File: src/hdl/pnd_pkg.sv
// pnd_pkg: shared types and constants of the packed name decoder
// holds the command word passed from the front end to the back end and the alphabet map
// no dependencies
package pnd_pkg;

  localparam int CHAR_W = 7;
  localparam int CODE_W = 6;
  // wide enough for name lengths up to the largest supported NAME_MAX plus one
  localparam int LEN_W  = 9;
  localparam int QDEPTH = 4;

  localparam logic [CODE_W-1:0] CODE_END      = 6'd0;
  localparam logic [CODE_W-1:0] CODE_COPY_MIN = 6'd48;
  localparam int COPY_BIAS_LO = 56;
  localparam int COPY_BIAS_HI = 32;

  localparam logic [1:0] CMD_CHAR = 2'd0;
  localparam logic [1:0] CMD_COPY = 2'd1;
  localparam logic [1:0] CMD_BARE = 2'd2;

  typedef struct packed {
    logic [1:0]        kind;
    logic [CHAR_W-1:0] ch;
    logic [LEN_W-1:0]  count;
    logic [LEN_W-1:0]  base;
    logic              last;
    logic              ovf;
  } cmd_t;

  // map a character code (1..47) to ascii
  function automatic logic [CHAR_W-1:0] alpha_char(input logic [CODE_W-1:0] code);
    logic [CHAR_W-1:0] c;
    c = {1'b0, code};
    priority if (code >= 6'd21 && code <= 6'd46) begin
      return c + 7'h4C;
    end else if (code >= 6'd10 && code <= 6'd19) begin
      return c + 7'h26;
    end else begin
      unique case (code)
        6'd1:    return 7'h20;
        6'd2:    return 7'h23;
        6'd3:    return 7'h24;
        6'd4:    return 7'h28;
        6'd5:    return 7'h29;
        6'd6:    return 7'h2D;
        6'd7:    return 7'h2E;
        6'd8:    return 7'h2F;
        6'd9:    return 7'h3F;
        6'd20:   return 7'h5F;
        6'd47:   return 7'h7E;
        default: return 7'h00;
      endcase
    end
  endfunction

endpackage

File: src/hdl/pnd_front.sv
// pnd_front: accepts table bytes, unpacks 6-bit codes and turns them into commands
// tracks name lengths so each command already carries its store position and end marking
// depends on pnd_pkg
module pnd_front #(
  parameter int NAME_MAX = 63
) (
  input  logic          clk,
  input  logic          rst,
  input  logic          s_tvalid,
  output logic          s_tready,
  input  logic [7:0]    data_byte,
  input  logic          first_of_name,
  input  logic          table_end,
  input  logic          new_archive,
  output logic          q_valid,
  input  logic          q_ready,
  output pnd_pkg::cmd_t q_cmd
);
  import pnd_pkg::*;

  localparam int CLW = $clog2(NAME_MAX + 2);
  localparam int PLW = $clog2(NAME_MAX + 1);

  logic             busy, busy_next;
  logic             load, load_next;
  logic             fin_first, fin_first_next;
  logic             active, active_next;
  logic [12:0]      bbuf, bbuf_next;
  logic [3:0]       cnt, cnt_next;
  logic             pend_v, pend_v_next;
  logic [CODE_W-1:0] pend_code, pend_code_next;
  logic [CLW-1:0]   cur_len, cur_len_next;
  logic [PLW-1:0]   prev_len, prev_len_next;
  logic             held_v, held_v_next;
  cmd_t             held, held_next;
  logic [7:0]       byte_r, byte_next;
  logic             first_r, first_next;
  logic             tend_r, tend_next;

  logic [CODE_W-1:0] code;
  logic signed [10:0] lenv;
  logic [PLW-1:0]   copy_n;
  logic [PLW-1:0]   inc;
  logic [CLW:0]     sum;
  logic             ovf_now;
  logic             finish, emit;
  cmd_t             new_cmd, bare_cmd, fin_cmd;

  assign s_tready = !busy;
  assign code     = bbuf[CODE_W-1:0];
  assign ovf_now  = (cur_len > NAME_MAX);

  // prefix length of a copy, clamped to the previous name
  assign lenv = ($signed(11'(pend_code)) - 11'(COPY_BIAS_LO))
              + (($signed(11'(code)) - 11'(COPY_BIAS_HI)) <<< 3);
  assign copy_n = (lenv < 0 || lenv > $signed(11'(prev_len))) ? prev_len : lenv[PLW-1:0];
  assign sum = {1'b0, cur_len} + (CLW+1)'(inc);

  always_comb begin
    bare_cmd      = '0;
    bare_cmd.kind = CMD_BARE;
    bare_cmd.last = 1'b1;
    bare_cmd.ovf  = ovf_now;
    fin_cmd       = bare_cmd;
    if (held_v) begin
      fin_cmd      = held;
      fin_cmd.last = 1'b1;
      fin_cmd.ovf  = ovf_now;
    end
  end

  always_comb begin
    busy_next      = busy;
    load_next      = load;
    fin_first_next = fin_first;
    active_next    = active;
    bbuf_next      = bbuf;
    cnt_next       = cnt;
    pend_v_next    = pend_v;
    pend_code_next = pend_code;
    cur_len_next   = cur_len;
    prev_len_next  = prev_len;
    held_v_next    = held_v;
    held_next      = held;
    byte_next      = byte_r;
    first_next     = first_r;
    tend_next      = tend_r;
    q_valid        = 1'b0;
    q_cmd          = held;
    finish         = 1'b0;
    emit           = 1'b0;
    new_cmd        = '0;
    inc            = '0;

    if (!busy) begin
      if (s_tvalid) begin
        busy_next      = 1'b1;
        load_next      = 1'b1;
        byte_next      = data_byte;
        first_next     = first_of_name;
        tend_next      = table_end;
        fin_first_next = first_of_name && active && !new_archive;
        if (new_archive) begin
          active_next    = 1'b0;
          pend_v_next    = 1'b0;
          pend_code_next = '0;
          bbuf_next      = '0;
          cnt_next       = '0;
          cur_len_next   = '0;
          prev_len_next  = '0;
        end
      end
    end else if (fin_first) begin
      finish = 1'b1;
    end else if (load) begin
      load_next = 1'b0;
      if (first_r) begin
        active_next    = 1'b1;
        pend_v_next    = 1'b0;
        pend_code_next = '0;
        cur_len_next   = '0;
      end
      if (first_r || active) begin
        bbuf_next = (first_r ? 13'd0 : bbuf)
                  | 13'({5'd0, byte_r} << (first_r ? 4'd0 : cnt));
        cnt_next  = (first_r ? 4'd0 : cnt) + 4'd8;
      end
    end else if (active && cnt >= 4'd6) begin
      if (pend_v) begin
        if (copy_n != '0) begin
          emit          = 1'b1;
          inc           = copy_n;
          new_cmd.kind  = CMD_COPY;
          new_cmd.count = LEN_W'(copy_n);
          new_cmd.base  = LEN_W'(cur_len);
        end else begin
          pend_v_next = 1'b0;
          bbuf_next   = bbuf >> CODE_W;
          cnt_next    = cnt - 4'd6;
        end
      end else if (code >= CODE_COPY_MIN) begin
        pend_v_next    = 1'b1;
        pend_code_next = code;
        bbuf_next      = bbuf >> CODE_W;
        cnt_next       = cnt - 4'd6;
      end else if (code == CODE_END) begin
        finish = 1'b1;
      end else begin
        emit         = 1'b1;
        inc          = PLW'(1);
        new_cmd.kind = CMD_CHAR;
        new_cmd.ch   = alpha_char(code);
        new_cmd.base = LEN_W'(cur_len);
      end
    end else if (tend_r && active) begin
      finish = 1'b1;
    end else begin
      // step done: release the held command
      if (held_v) begin
        q_valid = 1'b1;
        if (q_ready) begin
          held_v_next = 1'b0;
          busy_next   = 1'b0;
        end
      end else begin
        busy_next = 1'b0;
      end
    end

    // a command is held back until it is known whether the name ends after it
    if (emit) begin
      q_valid = held_v;
      if (!held_v || q_ready) begin
        held_next    = new_cmd;
        held_v_next  = 1'b1;
        pend_v_next  = 1'b0;
        bbuf_next    = bbuf >> CODE_W;
        cnt_next     = cnt - 4'd6;
        cur_len_next = (sum > NAME_MAX + 1) ? CLW'(NAME_MAX + 1) : sum[CLW-1:0];
      end
    end

    if (finish) begin
      q_valid = 1'b1;
      q_cmd   = fin_cmd;
      if (q_ready) begin
        fin_first_next = 1'b0;
        held_v_next    = 1'b0;
        prev_len_next  = ovf_now ? PLW'(NAME_MAX) : cur_len[PLW-1:0];
        active_next    = 1'b0;
        pend_v_next    = 1'b0;
        pend_code_next = '0;
        bbuf_next      = '0;
        cnt_next       = '0;
      end
    end
  end

  always_ff @(posedge clk) begin
    if (rst) begin
      busy      <= 1'b0;
      load      <= 1'b0;
      fin_first <= 1'b0;
      active    <= 1'b0;
      bbuf      <= '0;
      cnt       <= '0;
      pend_v    <= 1'b0;
      cur_len   <= '0;
      prev_len  <= '0;
      held_v    <= 1'b0;
    end else begin
      busy      <= busy_next;
      load      <= load_next;
      fin_first <= fin_first_next;
      active    <= active_next;
      bbuf      <= bbuf_next;
      cnt       <= cnt_next;
      pend_v    <= pend_v_next;
      cur_len   <= cur_len_next;
      prev_len  <= prev_len_next;
      held_v    <= held_v_next;
    end
  end

  always_ff @(posedge clk) begin
    pend_code <= pend_code_next;
    held      <= held_next;
    byte_r    <= byte_next;
    first_r   <= first_next;
    tend_r    <= tend_next;
  end

  a_prev_len_range: assert property (@(posedge clk) disable iff (rst)
    prev_len <= NAME_MAX)
    else $error("previous name length above limit");

  a_held_only_busy: assert property (@(posedge clk) disable iff (rst)
    held_v |-> busy)
    else $error("held command outside of a byte step");

endmodule

File: src/hdl/pnd_queue.sv
// pnd_queue: short command queue between front end and back end
// depends on pnd_pkg for the command type and depth
module pnd_queue (
  input  logic          clk,
  input  logic          rst,
  input  logic          in_valid,
  output logic          in_ready,
  input  pnd_pkg::cmd_t in_cmd,
  output logic          out_valid,
  input  logic          out_ready,
  output pnd_pkg::cmd_t out_cmd
);
  import pnd_pkg::*;

  localparam int PW = $clog2(QDEPTH);
  localparam int CW = $clog2(QDEPTH + 1);

  cmd_t          slots [QDEPTH];
  logic [PW-1:0] wr_ptr, rd_ptr;
  logic [CW-1:0] fill;
  logic          push, pop;

  assign in_ready  = (fill != CW'(QDEPTH));
  assign out_valid = (fill != '0);
  assign out_cmd   = slots[rd_ptr];
  assign push      = in_valid && in_ready;
  assign pop       = out_valid && out_ready;

  always_ff @(posedge clk) begin
    if (rst) begin
      wr_ptr <= '0;
      rd_ptr <= '0;
      fill   <= '0;
    end else begin
      if (push) begin
        wr_ptr <= PW'(wr_ptr + 1'b1);
      end
      if (pop) begin
        rd_ptr <= PW'(rd_ptr + 1'b1);
      end
      if (push && !pop) begin
        fill <= fill + 1'b1;
      end else if (pop && !push) begin
        fill <= fill - 1'b1;
      end
    end
  end

  always_ff @(posedge clk) begin
    if (push) begin
      slots[wr_ptr] <= in_cmd;
    end
  end

  a_fill_range: assert property (@(posedge clk) disable iff (rst)
    fill <= CW'(QDEPTH))
    else $error("queue fill above depth");

endmodule

File: src/hdl/pnd_back.sv
// pnd_back: executes commands, keeps the two name banks and drives the result register
// copies read the previous bank one character at a time while writing the current bank
// depends on pnd_pkg
module pnd_back #(
  parameter int NAME_MAX = 63
) (
  input  logic          clk,
  input  logic          rst,
  input  logic          q_valid,
  output logic          q_ready,
  input  pnd_pkg::cmd_t q_cmd,
  output logic          m_tvalid,
  input  logic          m_tready,
  output logic [6:0]    character,
  output logic          has_char,
  output logic          end_of_name,
  output logic          overflow
);
  import pnd_pkg::*;

  localparam int IW = $clog2(NAME_MAX);
  localparam int AW = IW + 1;

  localparam logic [1:0] ST_IDLE = 2'd0;
  localparam logic [1:0] ST_WAIT = 2'd1;
  localparam logic [1:0] ST_EMIT = 2'd2;

  logic [CHAR_W-1:0] store [2**AW];
  logic [CHAR_W-1:0] rd_data;
  logic [AW-1:0]     rd_addr, rd_addr_next;

  logic [1:0]        state, state_next;
  logic              bank, bank_next;
  cmd_t              cmd_r, cmd_next;
  logic [LEN_W-1:0]  idx, idx_next;

  logic              out_free;
  logic              emit_v;
  logic [CHAR_W-1:0] emit_ch;
  logic              emit_has, emit_end, emit_ovf;
  logic              m_tvalid_next;

  logic              we;
  logic [LEN_W:0]    wpos;
  logic [CHAR_W-1:0] wd;
  logic [LEN_W-1:0]  idx_inc;
  logic              copy_done;

  assign out_free  = !m_tvalid || m_tready;
  assign idx_inc   = idx + 1'b1;
  assign copy_done = (idx_inc == cmd_r.count);

  always_comb begin
    state_next   = state;
    bank_next    = bank;
    cmd_next     = cmd_r;
    idx_next     = idx;
    rd_addr_next = rd_addr;
    q_ready      = 1'b0;
    emit_v       = 1'b0;
    emit_ch      = '0;
    emit_has     = 1'b0;
    emit_end     = 1'b0;
    emit_ovf     = 1'b0;
    we           = 1'b0;
    wpos         = {1'b0, q_cmd.base};
    wd           = q_cmd.ch;

    unique case (state)
      ST_IDLE: begin
        if (q_valid) begin
          unique case (q_cmd.kind)
            CMD_CHAR: begin
              if (out_free) begin
                q_ready  = 1'b1;
                emit_v   = 1'b1;
                emit_ch  = q_cmd.ch;
                emit_has = 1'b1;
                emit_end = q_cmd.last;
                emit_ovf = q_cmd.last && q_cmd.ovf;
                we       = 1'b1;
                if (q_cmd.last) begin
                  bank_next = !bank;
                end
              end
            end
            CMD_BARE: begin
              if (out_free) begin
                q_ready   = 1'b1;
                emit_v    = 1'b1;
                emit_end  = 1'b1;
                emit_ovf  = q_cmd.ovf;
                bank_next = !bank;
              end
            end
            CMD_COPY: begin
              q_ready      = 1'b1;
              cmd_next     = q_cmd;
              idx_next     = '0;
              rd_addr_next = {bank, IW'(0)};
              state_next   = ST_WAIT;
            end
            default: begin
              q_ready = 1'b1;
            end
          endcase
        end
      end
      ST_WAIT: begin
        state_next = ST_EMIT;
      end
      ST_EMIT: begin
        wpos = {1'b0, cmd_r.base} + {1'b0, idx};
        wd   = rd_data;
        if (out_free) begin
          emit_v   = 1'b1;
          emit_ch  = rd_data;
          emit_has = 1'b1;
          emit_end = cmd_r.last && copy_done;
          emit_ovf = cmd_r.last && copy_done && cmd_r.ovf;
          we       = 1'b1;
          idx_next = idx_inc;
          if (copy_done) begin
            state_next = ST_IDLE;
            if (cmd_r.last) begin
              bank_next = !bank;
            end
          end else begin
            rd_addr_next = {bank, idx_inc[IW-1:0]};
            state_next   = ST_WAIT;
          end
        end
      end
      default: begin
        state_next = ST_IDLE;
      end
    endcase

    // characters past the limit are emitted but not stored
    if (wpos >= (LEN_W+1)'(NAME_MAX)) begin
      we = 1'b0;
    end

    m_tvalid_next = m_tvalid;
    if (emit_v) begin
      m_tvalid_next = 1'b1;
    end else if (m_tready) begin
      m_tvalid_next = 1'b0;
    end
  end

  always_ff @(posedge clk) begin
    if (we) begin
      store[{!bank, wpos[IW-1:0]}] <= wd;
    end
    rd_data <= store[rd_addr];
  end

  always_ff @(posedge clk) begin
    if (rst) begin
      state    <= ST_IDLE;
      bank     <= 1'b0;
      m_tvalid <= 1'b0;
    end else begin
      state    <= state_next;
      bank     <= bank_next;
      m_tvalid <= m_tvalid_next;
    end
  end

  always_ff @(posedge clk) begin
    cmd_r   <= cmd_next;
    idx     <= idx_next;
    rd_addr <= rd_addr_next;
    if (emit_v) begin
      character   <= emit_ch;
      has_char    <= emit_has;
      end_of_name <= emit_end;
      overflow    <= emit_ovf;
    end
  end

  a_copy_nonzero: assert property (@(posedge clk) disable iff (rst)
    (state == ST_IDLE && q_valid && q_cmd.kind == CMD_COPY) |-> (q_cmd.count != '0))
    else $error("copy command with zero length");

  a_copy_index: assert property (@(posedge clk) disable iff (rst)
    (state == ST_EMIT || state == ST_WAIT) |-> (idx < cmd_r.count))
    else $error("copy index past copy length");

endmodule

File: src/hdl/packed_name_decoder.sv
// packed_name_decoder: top level of the packed name table decoder
// instantiates pnd_front, pnd_queue and pnd_back; depends on pnd_pkg
//
// usage:
//   slave side takes one table byte per word: s_tdata is the byte, s_tlast
//   marks the last byte of the table, s_tuser carries first_of_name and
//   new_archive. master side gives one result per word: a character with
//   has_char, end_of_name on tlast, overflow on the end word.
//   a byte is taken in steps: accept, the end of a name cut by a restart,
//   load, one step per 6-bit code (at most two per byte), a name end at
//   the table end and the release of the last queued command; a step that
//   hands over a command waits while the queue is full. a copy command
//   emits its characters through ST_WAIT and ST_EMIT in turn, as the name
//   store has a registered read port; a plain character or end word is
//   emitted from ST_IDLE. front and back run apart through a 4-entry
//   command queue, so bytes keep flowing while a copy drains.
//   reset clears all control state and makes the previous name empty; the
//   name store itself is not cleared. when m_tready is low the result
//   register holds, the back end stops, the queue fills and s_tready then
//   drops once the front end has a command it cannot hand over.
module packed_name_decoder #(
  parameter int NAME_MAX = 63
) (
  input  logic       clk,
  input  logic       rst,
  input  logic       s_tvalid,
  output logic       s_tready,
  input  logic [7:0] s_tdata,   // [7:0] data_byte
  input  logic       s_tlast,
  input  logic [1:0] s_tuser,   // [0] first_of_name, [1] new_archive
  output logic       m_tvalid,
  input  logic       m_tready,
  output logic [7:0] m_tdata,   // [6:0] character, [7] zero
  output logic       m_tlast,
  output logic [1:0] m_tuser    // [0] has_char, [1] overflow
);
  import pnd_pkg::*;

  logic       f_valid, f_ready;
  cmd_t       f_cmd;
  logic       b_valid, b_ready;
  cmd_t       b_cmd;
  logic [6:0] character;
  logic       has_char, end_of_name, overflow;

  pnd_front #(.NAME_MAX(NAME_MAX)) u_front (
    .clk           (clk),
    .rst           (rst),
    .s_tvalid      (s_tvalid),
    .s_tready      (s_tready),
    .data_byte     (s_tdata),
    .first_of_name (s_tuser[0]),
    .table_end     (s_tlast),
    .new_archive   (s_tuser[1]),
    .q_valid       (f_valid),
    .q_ready       (f_ready),
    .q_cmd         (f_cmd)
  );

  pnd_queue u_queue (
    .clk       (clk),
    .rst       (rst),
    .in_valid  (f_valid),
    .in_ready  (f_ready),
    .in_cmd    (f_cmd),
    .out_valid (b_valid),
    .out_ready (b_ready),
    .out_cmd   (b_cmd)
  );

  pnd_back #(.NAME_MAX(NAME_MAX)) u_back (
    .clk         (clk),
    .rst         (rst),
    .q_valid     (b_valid),
    .q_ready     (b_ready),
    .q_cmd       (b_cmd),
    .m_tvalid    (m_tvalid),
    .m_tready    (m_tready),
    .character   (character),
    .has_char    (has_char),
    .end_of_name (end_of_name),
    .overflow    (overflow)
  );

  assign m_tdata = {1'b0, character};
  assign m_tlast = end_of_name;
  assign m_tuser = {overflow, has_char};

endmodule

File: config.mk
export PLATFORM = sky130hd
export DESIGN_NAME = packed_name_decoder
export DESIGN_NICKNAME = d
export VERILOG_FILES = /design/src/hdl/pnd_pkg.sv /design/src/hdl/pnd_front.sv /design/src/hdl/pnd_queue.sv /design/src/hdl/pnd_back.sv /design/src/hdl/packed_name_decoder.sv
export SDC_FILE = /design/constraint.sdc
export NUM_CORES = 1
export LEC_CHECK = 0
export BUFFER_PORTS_ARGS = -buffer_cell sky130_fd_sc_hd__clkbuf_2
export CAP_MARGIN = 10
export CORE_UTILIZATION = 56
export DETAILED_ROUTE_END_ITERATION = 6
export GPL_TIMING_DRIVEN = 0
export PLACE_DENSITY = 0.72
export SLEW_MARGIN = 10
export SYNTH_ARGS = -nofsm -noshare
export SYNTH_HDL_FRONTEND = slang
export SYNTH_SLANG_ARGS = --single-unit
File: constraint.sdc
create_clock -name clk -period 10.9 [get_ports clk]
set_clock_uncertainty 0.1 [all_clocks]
set_input_delay 0.545 -clock clk [delete_from_list [all_inputs] [get_ports clk]]
set_output_delay 0.545 -clock clk [all_outputs]
set_load 0.03 [all_outputs]
== Yosys cells after proc, flatten, opt, wreduce, memory -nomap -nowiden ==
Memory sizes are Yosys's and may differ from the RTL's. A register that Yosys moved wholly into a read port is not among the register bits.
Cells that the tools add are included.

* Word-level logic and storage cells: 351
* Output and inout bits: 13
* Memory bits (writable): 1012
* Flip-flop bits (word level): 136
* Memories: 2
* Input port bits: 15

{| class="wikitable"
|+ Memory list
! memory !! words !! bits a word !! read ports !! clocked after Yosys merged registers in !! write ports !! RTL line !! RTL
|-
| u_back.store || 128 || 7 || 1 || 1 || 1 || pnd_back.sv:28 || <nowiki>logic [CHAR_W-1:0] store [2**AW];</nowiki>
|-
| u_queue.slots || 4 || 29 || 1 || 1 || 1 || pnd_queue.sv:18 || <nowiki>cmd_t slots [QDEPTH];</nowiki>
|}

* Reduce and logical (&&, ||, !) cells: 46
* Shift-type cells: 1
* Order comparisons: 11
* Equality and inequality tests: 28
* Bitwise logic cells: 5
* Multiplexer cells: 209
* Add/subtract/negate cells: 14

{| class="wikitable"
|+ Operator list
! kind !! number
|-
| two-way mux 13 bit || 15
|-
| two-way mux 7 bit || 23
|-
| two-way mux 6 bit || 25
|-
| two-way mux 1 bit || 101
|-
| case mux 7 bit (11 select lines) || 1
|-
| two-way mux 4 bit || 15
|-
| two-way mux 29 bit || 2
|-
| two-way mux 9 bit || 6
|-
| case mux 7 bit (2 select lines) || 2
|-
| equality test 6 x 3 -> 1 bit, second input constant || 4
|-
| case mux 9 bit (2 select lines) || 1
|-
| case mux 1 bit (2 select lines) || 8
|-
| subtractor 6 x 6 -> 7 bit, second input constant || 2
|-
| logical AND 1 bit || 13
|-
| OR 13 bit || 1
|-
| left shift 8 x 4 -> 13 bit || 1
|-
| equality test 6 x 2 -> 1 bit, second input constant || 2
|-
| equality test 6 x 4 -> 1 bit, second input constant || 2
|-
| two-way mux 2 bit || 6
|-
| adder 7 x 10 -> 11 bit || 1
|-
| greater-than comparator 11 x 7 -> 1 bit || 1
|-
| < comparator 11 x 1 -> 1 bit, second input constant || 1
|-
| adder 9 x 9 -> 10 bit || 1
|-
| >= comparator 10 x 6 -> 1 bit, second input constant || 1
|-
| 48 further kinds || 79
|}

== Longest topological paths before layout ==
* Depth after elaboration: 19
* Gate-level depth with buffers: 23
* Depth with buffers taken out: 23

== Modules after synthesis ==
From an unflattened synthesis, not the netlist that was laid out.

* Cell total of the unflattened synthesis: 2507
* Area total of the unflattened synthesis: 47379.2 um^2

{| class="wikitable"
|+ By module, submodules not included
! module !! area each (um^2) !! instances !! cells an instance !! sequential area each (um^2)
|-
| pnd_back || 37541.0 || 1 || 1683 || 28507.3
|-
| pnd_front || 5153.7 || 1 || 621 || 1771.7
|-
| pnd_queue || 4658.2 || 1 || 199 || 3663.5
|-
| packed_name_decoder || 26.3 || 1 || 4 || 0.0
|}

== Worst setup path after synthesis ==
No wires, ideal clock.

* Path kind: reg-to-reg
* From: register u_front.bbuf[1]
* To: register u_front.cur_len[0]
* Setup time: 0.060 ns
* Setup slack: 5.824 ns
* Period minus slack after synthesis: 5.076 ns
* Stages on the path, launching flop included: 22
* Data required time: 10.740 ns
* Arrival time: 4.916 ns
* Path buffers: 1
* Cell sequence: dfxtp_1 clkbuf_1 inv_1 fa_1 inv_1 ha_1 a21oi_1 o21ai_0 o21ai_0 nand3_1 a21oi_1 a21oi_1 ha_1 fa_1 a21o_1 a21oi_1 o21bai_1 a21oi_1 xor2_1 o21ba_2 nor4b_4 a22o_1

* Word-level cells in the longest chain between the ends: 17
* Elaborated cells on any way between the ends: 30
* Classes of those cells: add/sub: 3; order compare: 4; mux: 20; reduce/logical: 3

{| class="wikitable"
|+ Ends and longest elaborated chain
! item !! RTL line !! RTL
|-
| start: declaration || pnd_front.sv:28 || <nowiki>logic [12:0] bbuf, bbuf_next;</nowiki>
|-
| start signal: assignment || pnd_front.sv:216 || <nowiki>bbuf <= bbuf_next;</nowiki>
|-
| subtractor 6 x 6 -> 7 bit || pnd_front.sv:55 || <nowiki>+ (($signed(11'(code)) - 11'(COPY_BIAS_HI)) <<< 3);</nowiki>
|-
| adder 7 x 10 -> 11 bit || pnd_front.sv:55 ||
|-
| < comparator 11 x 1 -> 1 bit or greater-than comparator 11 x 7 -> 1 bit (tied branches) || pnd_front.sv:56 || <nowiki>assign copy_n = (lenv < 0 || lenv > $signed(11'(prev_len))) ? prev_len : lenv[PLW-1:0];</nowiki>
|-
| logical OR 1 bit || pnd_front.sv:56 ||
|-
| two-way mux 6 bit || pnd_front.sv:56 ||
|-
| nonzero test 6 bit || pnd_front.sv:130 || <nowiki>if (copy_n != '0) begin</nowiki>
|-
| two-way mux 6 bit || pnd_front.sv:130 ||
|-
| two-way mux 6 bit || pnd_front.sv:129 || <nowiki>if (pend_v) begin</nowiki>
|-
| two-way mux 6 bit || pnd_front.sv:128 || <nowiki>end else if (active && cnt >= 4'd6) begin</nowiki>
|-
| two-way mux 6 bit || pnd_front.sv:115 || <nowiki>end else if (load) begin</nowiki>
|-
| two-way mux 6 bit || pnd_front.sv:113 || <nowiki>end else if (fin_first) begin</nowiki>
|-
| two-way mux 6 bit || pnd_front.sv:95 || <nowiki>if (!busy) begin</nowiki>
|-
| adder 7 x 6 -> 8 bit || pnd_front.sv:57 || <nowiki>assign sum = {1'b0, cur_len} + (CLW+1)'(inc);</nowiki>
|-
| greater-than comparator 8 x 7 -> 1 bit || pnd_front.sv:179 || <nowiki>cur_len_next = (sum > NAME_MAX + 1) ? CLW'(NAME_MAX + 1) : sum[CLW-1:0];</nowiki>
|-
| two-way mux 7 bit || pnd_front.sv:179 ||
|-
| two-way mux 7 bit || pnd_front.sv:173 || <nowiki>if (!held_v || q_ready) begin</nowiki>
|-
| two-way mux 7 bit * || pnd_front.sv:171 || <nowiki>if (emit) begin</nowiki>
|-
| end signal: assignment || pnd_front.sv:219 || <nowiki>cur_len <= cur_len_next;</nowiki>
|-
| end: declaration || pnd_front.sv:32 || <nowiki>logic [CLW-1:0] cur_len, cur_len_next;</nowiki>
|}

Every way passes the cells marked *; elsewhere a longest branch is shown, timed or not.
A chain may end at the register's enable or synchronous reset.

== Worst setup path after layout ==
Ends and elaborated chain as after synthesis.

==> impl_metrics.yaml <==
grt:
  grt_max_degree: 77
  antenna_found_initial: 6
  grt_overflow: 0
  grt_pass1_vias: 24959
  grt_pass1_wl_mm: 166.5
  grtUsageTotal_pct: 27.14
logic_synthesis:
  yosysSeqAreaShare_pct: 71.28
  synth.distinct_cells: 81
  postSynthCellCount: 2469
  synth_edf_count: 1064
  yosys_most_used_dff: "edfxtp_1"
  async_flop_share_pct: 0
  ys_ff_latch: 1126
  syn_area_per_cell_sq_um: 18.86
  synth_area_sq_um: 46560
  yosysWarnings: 0
setup_path:
  start_kind: "flip-flop"
  rrSetupSlack_ns: 4.78
  r2r_cells: 21
  critPathRequiredTime_ns: 11.44
  setup.worst_path.end_class: "flip-flop"
  reg2reg_to: "u_front.cur_len[0]$_SDFF_PP0_"
  arrival_ns: 6.65
  crit_type: "flip-flop to flip-flop"
  reg2reg_from: "u_front.bbuf[1]$_SDFF_PP0_"
  critPathMaxFanout: 10
min_path:
  min_path_type: "input pin to flip-flop"
  hold_start: "s_tuser[1]"
  hold_end: "u_front.fin_first$_SDFF_PP0_"
  hold_depth: 3
placement:
  routabilityCongestion: 1.058
  placed_cells: 3641
  hpwl_mm: 76.10
  post-place-ws_ns: 4.900
  port-buffer-count: 25
die:
  die_h_microns: 290.4
  core_sq_um: 82240
  die-area_sq_um: 84310
  ioPinCount: 28
  start_util_pct: 56.62
  die_w_microns: 290.4
  rows: 105
clock_network:
  cts_tree: "yes"
  postCtsResizedCells: 0
  hold_buffers: 11
  cts.sinks: 1126
  cts_made_buffers: 108
  post_cts_buffers: 0
  root_buffer: "clkbuf_16"
  clockBufferDepth: 3
  clock_latency_ns: 0.70
  clk_pin_slew_ns: 0.06
  cts-htree-levels: 3
finish:
  nets: 2752
  layoutNonFillerInstCount: 3854
  final_common_cell: "edfxtp_1"
  final_util_pct: 64.11
  final_cell_mix: "edfxtp_1, mux4_2, nor2_1"
  drive_gt1_share_pct: 25.73
  area_growth_pct: 13.22
sta:
  period_share_pct: 56.10
  fin_tns_setup_ns: 0
  maxSlewViolCount: 0
  slew_headroom_pct: 7.552
  fin_ws_ns: 4.785
  hold_viol: 0
  tightestPinTransition_ns: 1.387
  clock.fmax_ghz: 0.1635
  grt_setup_unrepaired: "false"
  setup_viol: 0
  period_needed_ns: 6.115
drt:
  drc: 0
  wire_per_inst_microns: 29.31
  vias: 25349
  dr.first_iter.drc_count: 3194
  antenna_left: 0
  avgViaCountPerCell: 6.577
  drt-total-wl_mm: 112.9
  drtPass1Iterations: 7
run_status:
  status: "completed"
power:
  power_density_nw_per_um2: 198.3
  ir_drop_uv: 174.2
  power_leakage_nw: 16.35
flow_run:
  cap_violations: 0
[per-layer routing]
| metal | global-route usage (%) | vias up | wire length, microns |
|---|---|---|---|
| met3 | 5.942 | 307 | 11600 |
| li1 | - | 10496 | - |
| met2 | 41.69 | 1539 | 52650 |
| met1 | 38.38 | 12999 | 43660 |
| met5 | 0 | - | 57 |
| met4 | 10.77 | 8 | 4974 |
[cell type report]
type,instances,area [sq um]
clock inverter,67,604.3
fill,5539,29520
tap,1070,1339
sequential,1126,33190
antenna,1,2.502
buffer,139,569.3
inverter,36,135.1
timing repair buffer,99,845.8
multi-input combinational,1182,13160
clock buffer,134,2872
[worst max-delay path, cell delays in order, from the launching register on]
cell and delay [ns]:
dfxtp_1 0.37, clkbuf_1 0.29, inv_1 0.22, fa_1 0.65
inv_1 0.07, ha_1 0.31, a21oi_1 0.13, o21ai_0 0.09
o21ai_0 0.49, nand3_1 0.48, a21oi_1 0.36, a21oi_1 0.15
ha_1 0.25, fa_1 0.43, a21o_1 0.17, a21oi_1 0.23
o21bai_1 0.09, a21oi_1 0.19, xor2_1 0.20, o21ba_2 0.20
nor4b_4 0.38, a22o_1 0.20
[cells by family after synthesis]
kind of cell | share of synthesized area, %
XOR/XNOR | 0.7147
buffers and inverters | 1.510
flip-flops | 71.28
other | 0.008053
AO/OA/AOI/OAI | 3.087
AND/OR/NAND/NOR | 5.879
adder cells (fa/ha/maj) | 1.274
multiplexers | 16.25
[registers in the layout (all words and copies together) (netlist names), 4 cells and up, named ones only]
name and count:
u_back.store 896, u_queue.slots 96, u_front.held 21, u_back.cmd_r 15, u_front.bbuf 13, u_back.idx 9, u_front.byte_r 8, u_back.character 7
u_back.rd_addr 7, u_back.rd_data 7, u_front.cur_len 7, u_front.pend_code 6, u_front.prev_len 6, u_front.cnt 4
[synthesized netlist by cell type (13+ instances only)]
| library cell | n | share of area, % |
|---|---|---|
| nor2b_1 | 38 | 0.51 |
| mux2i_1 | 22 | 0.47 |
| nor2_1 | 169 | 1.4 |
| xnor2_1 | 20 | 0.38 |
| a22o_1 | 15 | 0.28 |
| ha_1 | 41 | 1.1 |
| o21ai_0 | 40 | 0.43 |
| edfxtp_1 | 1064 | 69 |
| nand2b_1 | 13 | 0.17 |
| clkbuf_1 | 90 | 0.73 |
| inv_1 | 34 | 0.27 |
| buf_1 | 18 | 0.15 |
| nor4_1 | 63 | 0.85 |
| a211oi_1 | 13 | 0.21 |
| dfxtp_1 | 62 | 2.7 |
| nand2_1 | 115 | 0.93 |
| a21o_1 | 14 | 0.23 |
| nor3_1 | 20 | 0.21 |
| buf_2 | 28 | 0.30 |
| a21oi_1 | 60 | 0.64 |
| mux4_2 | 320 | 15 |
| nand3_1 | 20 | 0.21 |
| and2_1 | 20 | 0.27 |
[where the power goes]
group | internal, W | switching [W] | total (W)
Sequential | 0.00505 | 0.0000647 | 0.00511
Clock | 0.00203 | 0.00162 | 0.00364
Combinational | 0.000567 | 0.00114 | 0.00170
Total | 0.00764 | 0.00282 | 0.0105
[worst max-delay path by stage]
stage / start / endpoint / slack, ns / depth (start not counted)
floorplan: u_front.bbuf[1]$_SDFF_PP0_ / u_front.cur_len[0]$_SDFF_PP0_ / 5.82 / 21
global placement: flip-flop / u_back.store[4][3]$_DFFE_PP_ / 4.72 / 6
detailed placement: u_front.bbuf[1]$_SDFF_PP0_ / u_front.cur_len[0]$_SDFF_PP0_ / 4.90 / 21
CTS: u_front.bbuf[1]$_SDFF_PP0_ / u_front.cur_len[0]$_SDFF_PP0_ / 4.82 / 21
global route: u_front.bbuf[1]$_SDFF_PP0_ / u_front.cur_len[0]$_SDFF_PP0_ / 4.26 / 21
finish: u_front.bbuf[1]$_SDFF_PP0_ / u_front.cur_len[0]$_SDFF_PP0_ / 4.78 / 21
[through the flow]
| stage | area [sq um] | total power (W) | hold slack, ns |
|---|---|---|---|
| detailed placement | 49130 | 0.006856 | 0.3469 |
| CTS | 52720 | 0.01046 | 0.03454 |
| floorplan | 46620 | 0.006212 | 0.3064 |
| global placement | 48080 | 0.006786 | 0.3212 |
| global route | 52720 | 0.01073 | 0.08385 |
| finish | 52720 | 0.01046 | 0.06789 |
Power figures use the tool's default switching activity.
